<file path="src/design/mgp_pkg.sv">
// Package for the masked global pooling block: widths, constants and the sequencer states.
// Used by masked_global_pooling and by its checker. Depends on nothing else.
package mgp_pkg;

    localparam int MAX_PLANE_ELEMENTS = 4096;
    localparam int SAMPLE_WIDTH       = 16;

    // The count must be able to hold the plane limit itself.
    localparam int CNT_WIDTH  = $clog2(MAX_PLANE_ELEMENTS + 1);
    // The exact sum of MAX_PLANE_ELEMENTS signed samples.
    localparam int SUM_WIDTH  = SAMPLE_WIDTH + $clog2(MAX_PLANE_ELEMENTS) + 1;
    localparam int STEP_WIDTH = $clog2(SUM_WIDTH);

    typedef logic signed [SAMPLE_WIDTH-1:0] sample_t;
    typedef logic signed [SUM_WIDTH-1:0]    sum_t;
    typedef logic        [CNT_WIDTH-1:0]    count_t;

    localparam sample_t SAMPLE_MIN = {1'b1, {(SAMPLE_WIDTH-1){1'b0}}};

    typedef enum logic {
        MODE_MAX = 1'b0,
        MODE_AVG = 1'b1
    } pool_mode_t;

    typedef enum logic {
        ST_ACCUM = 1'b0,
        ST_DIV   = 1'b1
    } mgp_state_t;

endpackage

</file>
<file path="src/design/masked_global_pooling.sv">
// Masked global pooling: accumulates max, sum and count over a plane and, in average mode, divides at its end.
// Depends on mgp_pkg for widths, constants and the sequencer state type.
//
// One request carries a signed Q8.8 sample, a mask bit and an end-of-plane mark, and
// requests are taken while s_ready is high and the block accumulates a plane. Samples whose mask
// bit is 0 are ignored. The request that closes a plane produces one result: in max mode
// (pool_mode = 0), or for a plane with no valid samples, the result is ready in the cycle
// after that request. In average mode (pool_mode = 1) a restoring divider, one quotient bit
// per cycle through a single shared subtractor, turns the sum into the average, truncated
// toward zero; the divider steps through all SUM_WIDTH quotient bits, during which s_ready
// is low. An empty plane returns 0 in average mode and the most negative value in max
// mode, with m_empty_plane set. Only the first MAX_PLANE_ELEMENTS valid samples enter the
// average, while the max covers all of them. The result sits in an output register; while it
// waits for m_ready, s_ready is low and no request is taken, so a stalled receiver stalls
// the input. pool_mode is written through cfg_wr_en/cfg_wr_data and is taken at the
// request that closes a plane.
module masked_global_pooling
    import mgp_pkg::*;
(
    input  logic    aclk,
    input  logic    aresetn,

    input  logic    cfg_wr_en,
    input  logic    cfg_wr_data,

    input  logic    s_valid,
    output logic    s_ready,
    input  sample_t s_sample,
    input  logic    s_valid_req,
    input  logic    s_last_in_plane,

    output logic    m_valid,
    input  logic    m_ready,
    output sample_t m_pooled_value,
    output logic    m_empty_plane
);

    mgp_state_t state_reg, state_next;
    pool_mode_t mode_reg;

    // Plane accumulators.
    sample_t max_reg;
    sum_t    sum_reg;
    count_t  count_reg;

    // Divider registers: partial remainder, dividend shifting into the quotient, result sign.
    count_t               rem_reg;
    logic [SUM_WIDTH-1:0] quo_reg;
    logic                 neg_reg;
    logic [STEP_WIDTH-1:0] step_reg;

    // Output register.
    logic    m_valid_reg;
    sample_t m_value_reg;
    logic    m_empty_reg;

    logic    accept;
    logic    take_sample;
    logic    cnt_full;
    sample_t max_upd;
    sum_t    sum_upd;
    count_t  count_upd;
    logic    go_div;
    logic    div_done;
    logic    close_direct;
    logic [SUM_WIDTH-1:0] sum_mag;

    logic [CNT_WIDTH:0]   rem_shift;
    logic [CNT_WIDTH+1:0] trial;
    logic                 q_bit;
    count_t               rem_next;
    logic [SUM_WIDTH-1:0] quo_next;
    logic [SUM_WIDTH-1:0] avg_full;

    // ------------------------------------------------------------------
    // Accumulation of the current request.
    // ------------------------------------------------------------------
    assign accept      = s_valid && s_ready;
    assign take_sample = s_valid_req;
    assign cnt_full    = (count_reg == CNT_WIDTH'(MAX_PLANE_ELEMENTS));

    always_comb begin
        max_upd   = max_reg;
        sum_upd   = sum_reg;
        count_upd = count_reg;
        if (take_sample) begin
            if (s_sample > max_reg) begin
                max_upd = s_sample;
            end
            if (!cnt_full) begin
                sum_upd   = sum_reg + sum_t'(s_sample);
                count_upd = count_reg + count_t'(1);
            end
        end
    end

    // Magnitude of the sum; the divider works on magnitudes and fixes the sign at the end.
    assign sum_mag = sum_upd[SUM_WIDTH-1] ? (SUM_WIDTH'(0) - sum_upd) : sum_upd;

    // A closing request goes to the divider only in average mode with at least one sample.
    assign go_div       = accept && s_last_in_plane && (mode_reg == MODE_AVG)
                          && (count_upd != '0);
    assign close_direct = accept && s_last_in_plane && !go_div;

    // ------------------------------------------------------------------
    // Shared subtractor: one restoring division step per cycle.
    // ------------------------------------------------------------------
    assign rem_shift = {rem_reg, quo_reg[SUM_WIDTH-1]};
    assign trial     = {1'b0, rem_shift} - {2'b00, count_reg};
    assign q_bit     = !trial[CNT_WIDTH+1];
    assign rem_next  = q_bit ? trial[CNT_WIDTH-1:0] : rem_shift[CNT_WIDTH-1:0];
    assign quo_next  = {quo_reg[SUM_WIDTH-2:0], q_bit};
    assign avg_full  = neg_reg ? (SUM_WIDTH'(0) - quo_next) : quo_next;

    // ------------------------------------------------------------------
    // Sequencer.
    // ------------------------------------------------------------------
    always_comb begin
        state_next = state_reg;
        unique case (state_reg)
            ST_ACCUM: begin
                if (go_div) begin
                    state_next = ST_DIV;
                end
            end
            ST_DIV: begin
                if (step_reg == '0) begin
                    state_next = ST_ACCUM;
                end
            end
            default: state_next = ST_ACCUM;
        endcase
    end

    always_comb begin
        s_ready  = 1'b0;
        div_done = 1'b0;
        unique case (state_reg)
            ST_ACCUM: s_ready  = !m_valid_reg || m_ready;
            ST_DIV:   div_done = (step_reg == '0);
            default: begin
                s_ready  = 1'b0;
                div_done = 1'b0;
            end
        endcase
    end

    always_ff @(posedge aclk) begin
        if (!aresetn) begin
            state_reg <= ST_ACCUM;
            mode_reg  <= MODE_MAX;
        end else begin
            state_reg <= state_next;
            if (cfg_wr_en) begin
                mode_reg <= pool_mode_t'(cfg_wr_data);
            end
        end
    end

    // ------------------------------------------------------------------
    // Accumulators and divider. The sum and count stay in place while the
    // divider runs and are cleared when it finishes.
    // ------------------------------------------------------------------
    always_ff @(posedge aclk) begin
        if (!aresetn) begin
            max_reg   <= SAMPLE_MIN;
            sum_reg   <= '0;
            count_reg <= '0;
        end else if (accept) begin
            if (go_div) begin
                max_reg   <= SAMPLE_MIN;
                sum_reg   <= sum_upd;
                count_reg <= count_upd;
            end else if (s_last_in_plane) begin
                max_reg   <= SAMPLE_MIN;
                sum_reg   <= '0;
                count_reg <= '0;
            end else begin
                max_reg   <= max_upd;
                sum_reg   <= sum_upd;
                count_reg <= count_upd;
            end
        end else if (div_done) begin
            sum_reg   <= '0;
            count_reg <= '0;
        end
    end

    always_ff @(posedge aclk) begin
        if (go_div) begin
            rem_reg  <= '0;
            quo_reg  <= sum_mag;
            neg_reg  <= sum_upd[SUM_WIDTH-1];
            step_reg <= STEP_WIDTH'(SUM_WIDTH - 1);
        end else if (state_reg == ST_DIV) begin
            rem_reg  <= rem_next;
            quo_reg  <= quo_next;
            step_reg <= step_reg - STEP_WIDTH'(1);
        end
    end

    // ------------------------------------------------------------------
    // Output register.
    // ------------------------------------------------------------------
    always_ff @(posedge aclk) begin
        if (!aresetn) begin
            m_valid_reg <= 1'b0;
        end else if (close_direct || div_done) begin
            m_valid_reg <= 1'b1;
        end else if (m_ready) begin
            m_valid_reg <= 1'b0;
        end
    end

    always_ff @(posedge aclk) begin
        if (close_direct) begin
            m_empty_reg <= (count_upd == '0);
            if (mode_reg == MODE_MAX) begin
                m_value_reg <= max_upd;
            end else begin
                m_value_reg <= '0;
            end
        end else if (div_done) begin
            m_empty_reg <= 1'b0;
            m_value_reg <= avg_full[SAMPLE_WIDTH-1:0];
        end
    end

    assign m_valid        = m_valid_reg;
    assign m_pooled_value = m_value_reg;
    assign m_empty_plane  = m_empty_reg;

endmodule

</file>
<file path="config.mk">
export PLATFORM = sky130hd
export DESIGN_NAME = masked_global_pooling
export DESIGN_NICKNAME = d
export VERILOG_FILES = /design/src/design/mgp_pkg.sv /design/src/design/masked_global_pooling.sv
export SDC_FILE = /design/constraint.sdc
export NUM_CORES = 1
export LEC_CHECK = 0
export BUFFER_PORTS_ARGS = -buffer_cell sky130_fd_sc_hd__clkbuf_2
export CORE_UTILIZATION = 68
export CTS_CLUSTER_SIZE = 16
export DETAILED_ROUTE_END_ITERATION = 8
export GPL_TIMING_DRIVEN = 0
export HOLD_SLACK_MARGIN = 0.03
export PLACE_DENSITY = 0.87
export SLEW_MARGIN = 10
export SYNTH_ARGS = -nofsm -noshare
export SYNTH_HDL_FRONTEND = slang
export SYNTH_SLANG_ARGS = --single-unit
</file>
<file path="constraint.sdc">
create_clock -name aclk -period 11.6 [get_ports aclk]
set_clock_uncertainty 0.05 [all_clocks]
set_input_delay 2.32 -clock aclk [delete_from_list [all_inputs] [get_ports aclk]]
set_output_delay 2.32 -clock aclk [all_outputs]
set_load 0.005 [all_outputs]
</file>
==> results.toml <==
[die]
dieArea_um2 = 14200
die_h_um = 119
io_pins = 43
start_util = 0.701
die_w_um = 119
coreArea_um2 = 13300
rows = 42

[layout]
layout.area.seq_um2 = 2990
multiInputGateArea_um2 = 5880
layout_common_cells = "nand2_1 (127), nor2_1 (108), a21oi_1 (87)"
nNetsFinal = 1290
final_area_um2 = 10400
fillers = 972
fin_util = 0.778
final_common_cell = "nand2_1"
syn2layout_area_growth_pct = 11.1
drive_above_1_share = 0.0872
final_cells = 1391
diodes = 0

[logic_synthesis]
yosysTopAreaCell = "dfxtp_1"
synth_area_um2 = 9350
avgSynthCellArea_um2 = 8.20
synth_cell_types = 78
yosysSeqAreaShare = 0.320
synth_nets = 1229
synth_edf_count = 47
synth-main-ff-cell = "dfxtp_1"
synth.top_cells.by_area = "dfxtp_1 (17%), edfxtp_1 (15%), ha_1 (8.3%)"
synthArstFlopShare = 0
ys_seq_elements = 126
synth_top_area_share = 0.169
syn_inst = 1141
yosys_warnings = 0

[cts]
h-tree-depth = 4
clkLatencyLatePin_ns = 0.43
clockBufferDepth = 2
postCtsSetupRepairBufs = 0
ctsResizeCount = 0
tritoncts = "built"
cts_sinks = 126
numCtsBuffers = 17
root_buffer = "clkbuf_16"
postCtsHoldBufs = 0
clk_pin_slew_worst_paths_ns = 0.06

[timing]
period_share = 0.591
slew_violations = 0
hold_viol = 0
hold_slack_ns = 0.429
fmaxAchievable_mhz = 146
tightest_slew_ns = 1.13
fin_ws_ns = 4.74
rsz0062_at_grt = "false"
setup_tns_ns = 0
period_needed_ns = 6.86
max_slew_margin = 0.248
setup_viol = 0

[detailed_routing]
drt_iter0_drc = 1012
wl_met1_mm = 10.8
vias = 9147
highest_layer = "met4"
drtAntennaViolNets = 0
route.detailed.drc = 0
wl_per_cell_um = 18.9
viasPerCell = 6.58
postRouteWirelength_mm = 26.3
met2_length_mm = 12.3
first_pass_iters = 9
dr_wl_met3_mm = 2.31

[placement]
numPlacedInstances = 1359
port_buffers = 42
dpl_cell_area_um2 = 9780
dpl_worst_slack_ns = 4.46
gp_congestion = 0.933
dp.final_hpwl_mm = 19.4

[setup_path]
critPathRequiredTime_ns = 11.72
crit_type = "input port to flop"
crit_arrival_ns = 6.97
end_kind = "flop"
path_max_fanout = 10
start_kind = "input port"

[outcome]
outcome = "completed"

[flow_run]
maxCapViolations = 0

[power_and_ir_drop]
vdd_ir_drop_max_mv = 0.126
p_per_area_nw_per_um2 = 158
leakage_nw = 4.10
p_total_mw = 1.64

[global_routing]
grt_pass1_vias = 8585
antenna_found_initial = 0
grt_max_degree = 30
grt_use_total = 0.379
overflow = 0
grt_pass1_wl_mm = 42.5

[worst_hold_path]
hp-class = "flop to flop"
## where the power goes
part	internal [mW]	switching [mW]
sequential	0.506	0.0326
combinational	0.212	0.334
clock	0.352	0.202
## area by class of cell
cell class,count,share of cell area
repair buffers,42,0.0202
plain buffers,62,0.0265
clock inverters,11,0.0134
inverters,55,0.0199
clock buffers,21,0.0453
well taps,176,0.0212
multi-input cells,898,0.566
flip-flops and latches,126,0.288
## path summary, 6_finish.rpt
check	end	cells after the start	slack, ns	startpoint
worst max-delay path	quo_reg[24]	18	4.74	s_valid_req
worst min-delay path	rem_reg[2]	2	0.43	rem_reg[2]
worst max register to register	quo_reg[24]	20	5.47	count_reg[0]
worst min register to register	rem_reg[2]	2	0.43	rem_reg[2]
## Yosys cell counts, types with 20 or more instances
| cell | n |
|---|---|
| nor3_1 | 26 |
| nand2_1 | 127 |
| xnor2_1 | 36 |
| o21ai_0 | 70 |
| nand3_1 | 20 |
| a21o_1 | 26 |
| a21oi_1 | 87 |
| edfxtp_1 | 47 |
| nor2_1 | 108 |
| mux2i_1 | 23 |
| a22oi_1 | 31 |
| xor2_1 | 31 |
| inv_1 | 55 |
| clkbuf_1 | 43 |
| dfxtp_1 | 79 |
| ha_1 | 62 |
## cells by family after synthesis
logic type,synth area share
and+or+nand+nor,0.190
AOI/OAI and AO/OA,0.257
DFF,0.320
buffers and inverters,0.0515
xor gates and xnor gates,0.0628
adders and majority gates,0.0872
muxes,0.0318
## critical path, stage by stage
cell and delay [ns]:
clkbuf_2 0.14, buf_2 0.22, o41ai_4 0.16, buf_4 0.33, buf_6 0.17, buf_2 0.21
buf_1 0.46, buf_1 0.52, nor2_1 0.09, a21oi_1 0.25, ha_1 0.26, nand4_1 0.14
or2_1 0.27, nor3_2 0.27, or4b_4 0.56, o41ai_2 0.30, xor2_1 0.21, o21ai_1 0.08
## per-layer routing
metal,vias to the layer above,track usage
met5,-,0
met4,0,0.173
met3,87,0.0733
met2,450,0.622
met1,4259,0.480
li1,4351,-
Note: power is estimated with default switching activity, not from simulation.
